### src/rtl/core/pssq_pkg.sv
`timescale 1ns / 1ps

package pssq_pkg;

  localparam int unsigned NUM_SLICES_DEF = 8;
  localparam int unsigned STEP_W         = 32;
  localparam int unsigned COUNT_W        = 4;
  localparam int unsigned INDEX_W        = 3;

  // next_step value when no slice offers a later step
  localparam logic signed [STEP_W-1:0] STEP_NONE_NEXT = 32'sh7fff_ffff;

  typedef enum logic {
    OP_WRITE = 1'b0,
    OP_QUERY = 1'b1
  } op_t;

  typedef enum logic [2:0] {
    ST_IDLE,
    ST_READ,
    ST_LOAD,
    ST_DIV,
    ST_ACC,
    ST_DONE
  } state_t;

  // one table entry as stored in the slice memory
  typedef struct packed {
    logic signed [STEP_W-1:0] start;
    logic signed [STEP_W-1:0] stop;
    logic signed [STEP_W-1:0] period;
  } slice_t;

endpackage

### src/rtl/core/pssq_ram.sv
`timescale 1ns / 1ps

module pssq_ram #(
  parameter int unsigned WIDTH = 8,
  parameter int unsigned DEPTH = 8,
  parameter int unsigned ADDR_W = (DEPTH > 1) ? $clog2(DEPTH) : 1
) (
  input  logic              clk,
  input  logic              we,
  input  logic [ADDR_W-1:0] waddr,
  input  logic [WIDTH-1:0]  wdata,
  input  logic              re,
  input  logic [ADDR_W-1:0] raddr,
  output logic [WIDTH-1:0]  rdata
);

  logic [WIDTH-1:0] mem_r [DEPTH];
  logic [WIDTH-1:0] rdata_r;

  always_ff @(posedge clk) begin
    if (we) begin
      mem_r[waddr] <= wdata;
    end
    if (re) begin
      rdata_r <= mem_r[raddr];
    end
  end

  assign rdata = rdata_r;

endmodule

### src/rtl/core/pssq_div.sv
`timescale 1ns / 1ps

// Restoring divider, remainder only, one quotient bit per cycle.
module pssq_div (
  input  logic                     clk,
  input  logic                     rst_n,
  input  logic                     start,
  input  logic [pssq_pkg::STEP_W-1:0] dividend,
  input  logic [pssq_pkg::STEP_W-1:0] divisor,
  output logic                     done,
  output logic [pssq_pkg::STEP_W-1:0] remainder
);

  import pssq_pkg::*;

  localparam int unsigned CNT_W = $clog2(STEP_W + 1);

  logic              busy_r;
  logic              done_r;
  logic [CNT_W-1:0]  cnt_r;
  logic [STEP_W-1:0] rem_r;
  logic [STEP_W-1:0] rem_nxt;
  logic [STEP_W-1:0] dvd_r;
  logic [STEP_W-1:0] dsr_r;
  logic [STEP_W:0]   trial;
  logic [STEP_W:0]   diff;

  always_comb begin
    trial = {rem_r, dvd_r[STEP_W-1]};
    diff  = trial - {1'b0, dsr_r};
    if (trial >= {1'b0, dsr_r}) begin
      rem_nxt = diff[STEP_W-1:0];
    end else begin
      rem_nxt = trial[STEP_W-1:0];
    end
  end

  always_ff @(posedge clk) begin
    if (!rst_n) begin
      busy_r <= 1'b0;
      done_r <= 1'b0;
      cnt_r  <= '0;
    end else begin
      done_r <= 1'b0;
      if (start) begin
        busy_r <= 1'b1;
        cnt_r  <= CNT_W'(STEP_W);
      end else if (busy_r) begin
        cnt_r <= cnt_r - 1'b1;
        if (cnt_r == CNT_W'(1)) begin
          busy_r <= 1'b0;
          done_r <= 1'b1;
        end
      end
    end
  end

  always_ff @(posedge clk) begin
    if (start) begin
      rem_r <= '0;
      dvd_r <= dividend;
      dsr_r <= divisor;
    end else if (busy_r) begin
      rem_r <= rem_nxt;
      dvd_r <= {dvd_r[STEP_W-2:0], 1'b0};
    end
  end

  assign done      = done_r;
  assign remainder = rem_r;

endmodule

### src/rtl/core/periodic_slice_schedule_query.sv
`timescale 1ns / 1ps

// Periodic slice schedule query. A table of up to NUM_SLICES slices (start,
// stop, period) sits in one synchronous RAM. A write word (operation 0)
// stores one entry and gives no result; an index at or beyond NUM_SLICES
// is dropped. A query word (operation 1) walks the first slice_count
// entries (saturated to NUM_SLICES) one at a time: read the entry, run two
// remainder dividers side by side (one for the step itself, one for the
// last candidate at or below the step), then fold the slice into the
// running next/previous/contained result. A slice with a period of zero or
// below skips the dividers. One query is in flight at a time: in_stall
// stays high until it is finished, so table reads never overlap table
// writes. The result sits in an output register, and a new word is taken
// while it waits for the consumer. slice_count is written through the cfg
// port, which is always ready; write it only while no query is running.
module periodic_slice_schedule_query #(
  parameter int unsigned NUM_SLICES = pssq_pkg::NUM_SLICES_DEF
) (
  input  logic                               clk,
  input  logic                               rst_n,
  // input word channel
  input  logic                               in_valid,
  output logic                               in_stall,
  input  logic                               in_operation,
  input  logic [pssq_pkg::INDEX_W-1:0]       in_slice_index,
  input  logic signed [pssq_pkg::STEP_W-1:0] in_slice_start,
  input  logic signed [pssq_pkg::STEP_W-1:0] in_slice_stop,
  input  logic signed [pssq_pkg::STEP_W-1:0] in_slice_period,
  input  logic signed [pssq_pkg::STEP_W-1:0] in_step,
  // result word channel
  output logic                               out_valid,
  input  logic                               out_stall,
  output logic                               out_in_schedule,
  output logic signed [pssq_pkg::STEP_W-1:0] out_next_step,
  output logic signed [pssq_pkg::STEP_W-1:0] out_previous_step,
  output logic signed [pssq_pkg::STEP_W-1:0] out_previous_inclusive,
  output logic signed [pssq_pkg::STEP_W-1:0] out_local_period,
  output logic                               out_activated,
  // slice_count register
  input  logic                               cfg_valid,
  output logic                               cfg_ready,
  input  logic [pssq_pkg::COUNT_W-1:0]       cfg_slice_count
);

  import pssq_pkg::*;

  localparam int unsigned ADDR_W = (NUM_SLICES > 1) ? $clog2(NUM_SLICES) : 1;
  localparam int unsigned CNT_W  = $clog2(NUM_SLICES + 1);
  localparam int unsigned IDX_EXT_W = 7;

  state_t state_r, state_nxt;

  logic [COUNT_W-1:0] slice_count_r;
  logic [CNT_W-1:0]   used;
  logic [CNT_W-1:0]   cnt_r;
  logic               last_slice;

  logic signed [STEP_W-1:0] n_r;
  logic                     hit_r;
  logic                     act_r;
  logic signed [STEP_W-1:0] next_r;
  logic signed [STEP_W-1:0] prev_r;
  logic                     ge_r;
  logic                     mge_r;
  logic signed [STEP_W-1:0] m_r;

  // handshake / control
  logic accept;
  logic start_query;
  logic rd_en;
  logic div_start;
  logic slice_adv;
  logic out_load;

  // table memory
  logic                 tbl_we;
  logic [IDX_EXT_W-1:0] idx_ext;
  slice_t               wr_ent;
  slice_t               ent;

  // per-slice arithmetic
  logic                   per_ok;
  logic signed [STEP_W:0] s33, e33, n33, n_m1, m33, d1_33, d2_33;
  logic                   ge, mge;
  logic                   div_done_a, div_done_b;
  logic [STEP_W-1:0]      rem_a, rem_b;
  logic signed [STEP_W+1:0] next_cand;
  logic signed [STEP_W-1:0] prev_cand;
  logic                     take_next, take_prev, slice_hit;

  logic signed [STEP_W-1:0] incl;

  // ---------------------------------------------------------------------
  // configuration
  // ---------------------------------------------------------------------
  assign cfg_ready = 1'b1;

  always_ff @(posedge clk) begin
    if (!rst_n) begin
      slice_count_r <= '0;
    end else if (cfg_valid && cfg_ready) begin
      slice_count_r <= cfg_slice_count;
    end
  end

  // entries that take part, saturated at the table depth
  always_comb begin
    if (32'(slice_count_r) > NUM_SLICES) begin
      used = CNT_W'(NUM_SLICES);
    end else begin
      used = CNT_W'(slice_count_r);
    end
  end

  assign last_slice = ({1'b0, cnt_r} + 1'b1) == {1'b0, used};

  // ---------------------------------------------------------------------
  // slice table
  // ---------------------------------------------------------------------
  assign accept      = in_valid && !in_stall;
  assign start_query = accept && (in_operation == OP_QUERY);
  assign idx_ext     = IDX_EXT_W'(in_slice_index);
  assign tbl_we      = accept && (in_operation == OP_WRITE) &&
                       (32'(in_slice_index) < NUM_SLICES);
  assign wr_ent      = '{start: in_slice_start, stop: in_slice_stop,
                         period: in_slice_period};

  pssq_ram #(
    .WIDTH ($bits(slice_t)),
    .DEPTH (NUM_SLICES)
  ) u_tbl (
    .clk   (clk),
    .we    (tbl_we),
    .waddr (idx_ext[ADDR_W-1:0]),
    .wdata (wr_ent),
    .re    (rd_en),
    .raddr (cnt_r[ADDR_W-1:0]),
    .rdata (ent)
  );

  // ---------------------------------------------------------------------
  // entry decode (valid in ST_LOAD, RAM output holds until the next read)
  // ---------------------------------------------------------------------
  always_comb begin
    per_ok = !ent.period[STEP_W-1] && (ent.period != '0);
    s33    = {ent.start[STEP_W-1], ent.start};
    e33    = {ent.stop[STEP_W-1], ent.stop};
    n33    = {n_r[STEP_W-1], n_r};
    n_m1   = n33 - 33'sd1;
    // last candidate at or below the step: min(step - 1, stop)
    m33    = (e33 < n_m1) ? e33 : n_m1;
    ge     = n33 >= s33;
    mge    = m33 >= s33;
    d1_33  = n33 - s33;
    d2_33  = m33 - s33;
  end

  // d1 = step - start, d2 = m - start; only remainders are needed
  pssq_div u_div_next (
    .clk       (clk),
    .rst_n     (rst_n),
    .start     (div_start),
    .dividend  (d1_33[STEP_W-1:0]),
    .divisor   (ent.period),
    .done      (div_done_a),
    .remainder (rem_a)
  );

  pssq_div u_div_prev (
    .clk       (clk),
    .rst_n     (rst_n),
    .start     (div_start),
    .dividend  (d2_33[STEP_W-1:0]),
    .divisor   (ent.period),
    .done      (div_done_b),
    .remainder (rem_b)
  );

  // ---------------------------------------------------------------------
  // fold one slice into the running result (ST_ACC)
  // next = step - r1 + period (start when step < start), prev = m - r2
  // ---------------------------------------------------------------------
  always_comb begin
    if (ge_r) begin
      next_cand = {{2{n_r[STEP_W-1]}}, n_r} - {2'b00, rem_a} +
                  {{2{ent.period[STEP_W-1]}}, ent.period};
    end else begin
      next_cand = {{2{ent.start[STEP_W-1]}}, ent.start};
    end
    prev_cand = m_r - $signed(rem_b);
    take_next = (next_cand <= $signed({{2{ent.stop[STEP_W-1]}}, ent.stop})) &&
                (next_cand < $signed({{2{next_r[STEP_W-1]}}, next_r}));
    take_prev = mge_r && (prev_cand > prev_r);
    slice_hit = ge_r && (n_r <= ent.stop) && (rem_a == '0);
  end

  // ---------------------------------------------------------------------
  // sequencer
  // ---------------------------------------------------------------------
  always_comb begin
    state_nxt = state_r;
    case (state_r)
      ST_IDLE: begin
        if (start_query) begin
          state_nxt = (used == '0) ? ST_DONE : ST_READ;
        end
      end
      ST_READ: begin
        state_nxt = ST_LOAD;
      end
      ST_LOAD: begin
        if (per_ok) begin
          state_nxt = ST_DIV;
        end else begin
          state_nxt = last_slice ? ST_DONE : ST_READ;
        end
      end
      ST_DIV: begin
        if (div_done_a) begin
          state_nxt = ST_ACC;
        end
      end
      ST_ACC: begin
        state_nxt = last_slice ? ST_DONE : ST_READ;
      end
      ST_DONE: begin
        if (!out_valid || !out_stall) begin
          state_nxt = ST_IDLE;
        end
      end
      default: begin
        state_nxt = ST_IDLE;
      end
    endcase
  end

  always_comb begin
    in_stall  = (state_r != ST_IDLE);
    rd_en     = (state_r == ST_READ);
    div_start = (state_r == ST_LOAD) && per_ok;
    slice_adv = (state_r == ST_ACC) || ((state_r == ST_LOAD) && !per_ok);
    out_load  = (state_r == ST_DONE) && (!out_valid || !out_stall);
  end

  always_ff @(posedge clk) begin
    if (!rst_n) begin
      state_r <= ST_IDLE;
      cnt_r   <= '0;
      hit_r   <= 1'b0;
      act_r   <= 1'b0;
      next_r  <= STEP_NONE_NEXT;
      prev_r  <= '0;
    end else begin
      state_r <= state_nxt;
      if (start_query) begin
        cnt_r  <= '0;
        hit_r  <= 1'b0;
        act_r  <= 1'b0;
        next_r <= STEP_NONE_NEXT;
        prev_r <= '0;
      end else begin
        if (slice_adv) begin
          cnt_r <= cnt_r + 1'b1;
        end
        if ((state_r == ST_LOAD) && per_ok && (ent.stop >= ent.start)) begin
          act_r <= 1'b1;
        end
        if (state_r == ST_ACC) begin
          if (slice_hit) begin
            hit_r <= 1'b1;
          end
          if (take_next) begin
            next_r <= next_cand[STEP_W-1:0];
          end
          if (take_prev) begin
            prev_r <= prev_cand;
          end
        end
      end
    end
  end

  // query step and per-slice operands; no reset needed
  always_ff @(posedge clk) begin
    if (start_query) begin
      n_r <= in_step;
    end
    if (state_r == ST_LOAD) begin
      ge_r  <= ge;
      mge_r <= mge;
      m_r   <= m33[STEP_W-1:0];
    end
  end

  // ---------------------------------------------------------------------
  // result register
  // ---------------------------------------------------------------------
  assign incl = hit_r ? n_r : prev_r;

  always_ff @(posedge clk) begin
    if (!rst_n) begin
      out_valid <= 1'b0;
    end else if (out_load) begin
      out_valid <= 1'b1;
    end else if (!out_stall) begin
      out_valid <= 1'b0;
    end
  end

  always_ff @(posedge clk) begin
    if (out_load) begin
      out_in_schedule        <= hit_r;
      out_next_step          <= next_r;
      out_previous_step      <= prev_r;
      out_previous_inclusive <= incl;
      out_local_period       <= next_r - incl;
      out_activated          <= act_r;
    end
  end

  // ---------------------------------------------------------------------
  // checks
  // ---------------------------------------------------------------------
  a_div_lockstep: assert property (@(posedge clk) disable iff (!rst_n)
    div_done_a == div_done_b)
    else $error("divider pair out of step");

  a_prev_nonneg: assert property (@(posedge clk) disable iff (!rst_n)
    !prev_r[STEP_W-1])
    else $error("previous step went negative");

  a_next_monotone: assert property (@(posedge clk) disable iff (!rst_n)
    (state_r == ST_ACC) |=> (next_r <= $past(next_r)))
    else $error("next step grew during a query");

  a_cnt_range: assert property (@(posedge clk) disable iff (!rst_n)
    (state_r == ST_READ) |-> (cnt_r < used))
    else $error("slice walk ran past the used count");

  a_no_write_busy: assert property (@(posedge clk) disable iff (!rst_n)
    tbl_we |-> (state_r == ST_IDLE) && !rd_en)
    else $error("table write during a query");

endmodule
### config.mk
export PLATFORM = sky130hd
export DESIGN_NAME = periodic_slice_schedule_query
export DESIGN_NICKNAME = d
export VERILOG_FILES = /design/src/rtl/core/pssq_pkg.sv /design/src/rtl/core/pssq_ram.sv /design/src/rtl/core/pssq_div.sv /design/src/rtl/core/periodic_slice_schedule_query.sv
export SDC_FILE = /design/constraint.sdc
export NUM_CORES = 2
export LEC_CHECK = 0
export BUFFER_PORTS_ARGS = -buffer_cell sky130_fd_sc_hd__buf_2
export CAP_MARGIN = 25
export CORE_UTILIZATION = 50
export CTS_CLUSTER_SIZE = 25
export DETAILED_ROUTE_END_ITERATION = 8
export PLACE_DENSITY = 0.76
export SLEW_MARGIN = 20
export SYNTH_ARGS = -nofsm -noshare
export SYNTH_HDL_FRONTEND = slang
export SYNTH_SLANG_ARGS = --single-unit
### constraint.sdc
create_clock -name clk -period 8.8 [get_ports clk]
set_clock_uncertainty 0.1 [all_clocks]
set_input_delay 1.76 -clock clk [delete_from_list [all_inputs] [get_ports clk]]
set_output_delay 1.76 -clock clk [all_outputs]
set_load 0.02 [all_outputs]
After elaboration in Yosys (flattened, before gate mapping)
Memories as Yosys holds them, arrays and structs flattened. A register that Yosys moved wholly into a read port is not among the register bits.
Cells that the tools add are included.

storage, ports and cells
  output and inout port bits = 133
  input bits = 141
  bits in registers = 449
  memory bits (writable) = 768
  memories kept = 1

memory list
  name         depth  width  read ports  clocked after memory_dff  write ports  RTL line        RTL
  u_tbl.mem_r  8      96     1           1                         1            pssq_ram.sv:17  logic [WIDTH-1:0] mem_r [DEPTH];

operators by class
  order comparisons = 11
  add/sub/neg operators = 13
  bitwise gates (word level) = 3
  equality and inequality tests = 12
  reduce and logical (&&, ||, !) cells = 33
  mux-type cells = 32

operators by type and width
  kind                                                 count
  2-to-1 mux 32 bit                                    7
  subtractor 32 bit                                    6
  >= comparator 33 x 32 -> 1 bit                       3
  >= comparator 32 bit                                 2
  adder 34 bit                                         1
  <= comparator 34 x 32 -> 1 bit                       1
  less-than comparator 34 x 32 -> 1 bit                1
  2-to-1 mux 34 bit                                    1
  subtractor 32 x 33 -> 34 bit                         1
  less-than comparator 32 x 33 -> 1 bit                1
  2-to-1 mux 33 bit                                    1
  subtractor 32 x 2 -> 33 bit, second input constant   1
  > comparator 32 bit                                  1
  <= comparator 32 bit                                 1
  zero test 32 bit                                     1
  nonzero test 32 bit                                  1
  2-to-1 mux 6 bit                                     4
  2-to-1 mux 3 bit                                     6
  one-hot mux 3 bit (6 select lines)                   1
  equality test 6 x 1 -> 1 bit, second input constant  2
  logical AND 1 bit                                    12
  subtractor 6 x 1 -> 6 bit, second input constant     2
  2-to-1 mux 1 bit                                     11
  equality test 3 x 2 -> 1 bit, second input constant  2
  20 further kinds                                     34

Depth between registers and ports, before layout
  word-level depth = 6
  depth in mapped cells = 33
  mapped depth without buffers = 31

Cells and area by module
From an unflattened synthesis, not the netlist that was laid out.

second synthesis, totals
  cell total of the unflattened synthesis = 5209
  area, all modules = 68643.3 um^2

by module, submodules not included
  module                         times used  seq. area each (um^2)  area each (um^2)  cells an instance
  pssq_ram                       1           25944.9                31766.7           1219
  periodic_slice_schedule_query  1           7447.1                 24629.9           2742
  pssq_div                       2           2722.6                 6123.4            624

Worst setup path after synthesis
Ideal clock, no wire load.

  path type = input -> register
  start = input port in_slice_index[0] (netlist bit)
  end = memory u_tbl.mem_r[0][0] (netlist bit) (enable)
  buffers on the path = 0
  arrival = 8.691 ns
  setup slack = -0.661 ns
  stages on the path = 2
  data required time = 8.030 ns
  library setup time = 0.670 ns
  cells stage by stage = or3_1 nor3_1

RTL lines
  element      RTL line                             RTL
  from (decl)  periodic_slice_schedule_query.sv:25  input logic [pssq_pkg::INDEX_W-1:0] in_slice_index,
  to (decl)    pssq_ram.sv:17

Straight into the memory's write port.

Final worst setup path
  start = register n_r[3]
  end = register mge_r, data pin

on the way
  longest elaborated chain between the ends = 4

RTL lines
  element                                RTL line                              RTL
  from (decl)                            periodic_slice_schedule_query.sv:58   logic signed [STEP_W-1:0] n_r;
  from (signal assigned)                 periodic_slice_schedule_query.sv:286  n_r <= in_step;
  subtractor 32 x 2 -> 33 bit (*)        periodic_slice_schedule_query.sv:149  n_m1 = n33 - 33'sd1;
  less-than comparator 32 x 33 -> 1 bit  periodic_slice_schedule_query.sv:151  m33 = (e33 < n_m1) ? e33 : n_m1;
  2-to-1 mux 33 bit (*)                  periodic_slice_schedule_query.sv:151
  via m33[14]                            periodic_slice_schedule_query.sv:83   logic signed [STEP_W:0] s33, e33, n33, n_m1, m33, d1_33, d2_33;
  >= comparator 33 x 32 -> 1 bit (*)     periodic_slice_schedule_query.sv:153  mge = m33 >= s33;
  via mge                                periodic_slice_schedule_query.sv:84   logic ge, mge;
  to (signal assigned)                   periodic_slice_schedule_query.sv:290  mge_r <= mge;
  to (decl)                              periodic_slice_schedule_query.sv:64   logic mge_r;

Mark *: on every way through the listed nets, which the timed path passes. The rest lies on a longest branch.
A chain may end at the register's enable or synchronous reset.

==> metrics.txt <==
status=finished with violations; failing checks=DRC; antenna violations before repair=45; number of global-route vias before repair=42209; crit path DAT=8.27 ns; Crit. End Element=flip-flop; H-tree depth=4; area grow syn2layout=12.32%; clock root cell=clkbuf_16; MaxCap Viol Count=0; Setup violations, final=0; Routed Antenna Nets=0; Syn Nets=approximately 5600; cells resized by post-CTS repair=0; Largest register FFs=about 770; RSZ-0062 raised after global routing=no; startpoint types=flip-flop; Final period util=approximately nine tenths; CP Max Fanout=11; Synth Flop Type=edfxtp_1; GPL Wtd Cong=1.007; Hold Fails Final Rpt=0; Syn Std Cell Area=66230 µm²; Multi-input gate area=26320 µm²; FFs w/ async S/R, synth=0%; first-pass GRT wire length=between 200000 and 300000 µm; EDFF count, synth=1156; Routed Wire Length=188800 µm; Clock transition at path regs=around 0.070 ns; largest net degree at the start of global routing=95; DR DRC count=2; Vias/cell=6.074; Reg2Reg Depth=28; wire per inst=26.15 µm; clk buf depth=3; Final Cell Area=~74000 µm²; DP HPWL=135800 µm; r2r setup slk=about 0.96 ns; Setup TNS Final=0 ns; Critical Path Max Stage Delay=0.69 ns; fin crit period=7.842 ns; Worst Max-Slew Pin Slew=1.122 ns; slew margin rel.=24.43%; Die ar.=between 100000 and 150000 µm²; pwr/cell area=284.5 nW/µm²; dpl ws=roughly 1 ns; register area=37870 µm²; top cells by area, synth=edfxtp_1 52%, ha_1 8.1%, mux4_2 6.5%; part of the Yosys area used for sequential elements=57.16%; FP Rows=about 130; GRT overflow=0; critical path class=reg2reg; total setup buffers inserted after CTS=0; fin. max-slew vios=0; Die X=around 370 µm; Most flops, register=u_tbl.mem_r; top-area cell type share of the netlist area=between 50% and 60%; number of port buffers=272; IO Count=around 270; Total GRT Usage=between 20 and 30%; class of the worst hold path=reg2reg; share of cells above drive strength 1=15.92%; # fillers=10336; Sink Count=approximately 1300; via count=43862; worst skew pair latency=0.80 ns; Avg Inst Size Synth=13.14 µm²; Worst Path Required=9.23 ns; TritonCTS buffer count=138; leakage=about 28 nW; Critical-path top delay cell=o41ai_2; cell taking the most area after synthesis=edfxtp_1; PnR worst setup slack=0.9581 ns; Initial Util=between 50% and 60%; Hold-fix buffers, CTS=0; synthesis-stage register bit count=1313; die height=366.0 µm; initial drt markers=4878; post-synthesis cell type count=87; CTS tree=yes; Total Power=about 0.021 W; YS warnings=0; Cells after Synth=5039; max frequency=0.1275 GHz; Worst VDD drop=193.4 µV; Detailed Routing Iterations Pass 1=9; fin nets=5951; core area=~130000 µm²; Post-DP Area=69710 µm²; final hold slack=between 0.3 and 0.4 ns; Hold Path Cell Cnt=0
worst paths after layout:
check,startpoint,to
setup / recovery,n_r[3]$_DFFE_PP_,mge_r$_DFFE_PN_
hold / removal,prev_r[13]$_SDFFE_PP0P_,out_previous_step[13]$_DFFE_PP_
setup reg to reg,n_r[3]$_DFFE_PP_,mge_r$_DFFE_PN_
hold reg to reg,prev_r[13]$_SDFFE_PP0P_,out_previous_step[13]$_DFFE_PP_
Yosys cell counts, drive strengths merged (101+ instances only):
cell and n:
a21o 143, xnor2 153, mux4 192, nor2 251
ha 428, edfxtp 1156, o21ai 257, nand2 301
dfxtp 157, clkbuf 123, a21oi 310, inv 412
mux2i 101
routing by layer:
metal | share of wire, % | track usage [%] | wire length [µm]
met5 | 0.17 | 0 | 322
met4 | 4.4 | 11.82 | 8300
met2 | 45 | 43.02 | 85270
met1 | 41 | 37.98 | 78010
met3 | 9.0 | 6.265 | 16920
layout by cell type (no fill, tap or decap), types with 25 or more instances in the layout:
cell type,synthesis,layout
nand3_1,58,58
o21a_1,72,72
buf_4,4,53
and3_1,38,37
nand4_1,75,75
a21o_1,143,143
nor4_1,35,35
nand2_1,301,299
clkbuf_16,0,142
xnor2_1,153,153
a21oi_1,310,309
inv_1,412,411
a31oi_1,43,43
clkbuf_1,123,31
o211ai_1,42,42
nand2b_1,37,36
nor2_1,251,244
ha_1,428,428
nor3_1,58,55
o21ai_0,254,254
a211oi_1,33,33
dfxtp_1,157,151
fa_1,39,39
buf_2,12,272
clkinv_1,1,26
nor2b_1,50,50
edfxtp_1,1156,1156
mux2_2,100,100
mux2i_1,101,101
mux4_2,192,192
o21bai_1,25,25
xor2_1,74,74
power breakdown:
part	leakage (nW)	switching (W)	internal, W
Sequential	11.8	0.000505	0.00720
Combinational	14.2	0.00455	0.00293
Clock	2.23	0.00249	0.00349
per-stage QoR:
step | cells | util (%)
detailed placement | 6957 | 53.03
floorplan | 5039 | -
global route | 7213 | 56.57
finish | 7221 | 56.59
CTS | 7205 | 56.54
global placement | 6956 | 53.02
logic make-up after synthesis:
| logic type | synth area share [%] |
|---|---|
| muxes | 9.755 |
| xor gates and xnor gates | 3.036 |
| other | 0.005662 |
| and+or+nand+nor | 7.150 |
| DFF | 57.16 |
| buffers and inverters | 3.332 |
| adders and majority gates | 9.264 |
| AOI/OAI and AO/OA | 10.30 |
area by class of cell:
type	count	share of cell area (%)
diodes	15	0.05046
clock buffers	174	4.952
clock inverters	74	1.261
inverters	413	2.086
multi-input cells	3150	35.38
flip-flops and latches	1313	50.91
well taps	1755	2.952
repair buffers	327	2.407
worst max-delay path, delay by kind of cell, from the launching register on:
family | cells | cell delay [ns]
compound gates | 10 | 2.77
buf+inv | 1 | 0.37
fa+ha+maj | 2 | 0.67
simple gates | 12 | 2.63
xor+xnor | 1 | 0.13
mux | 2 | 0.42
flops | 1 | 0.50
Power figures use the tool's default switching activity.
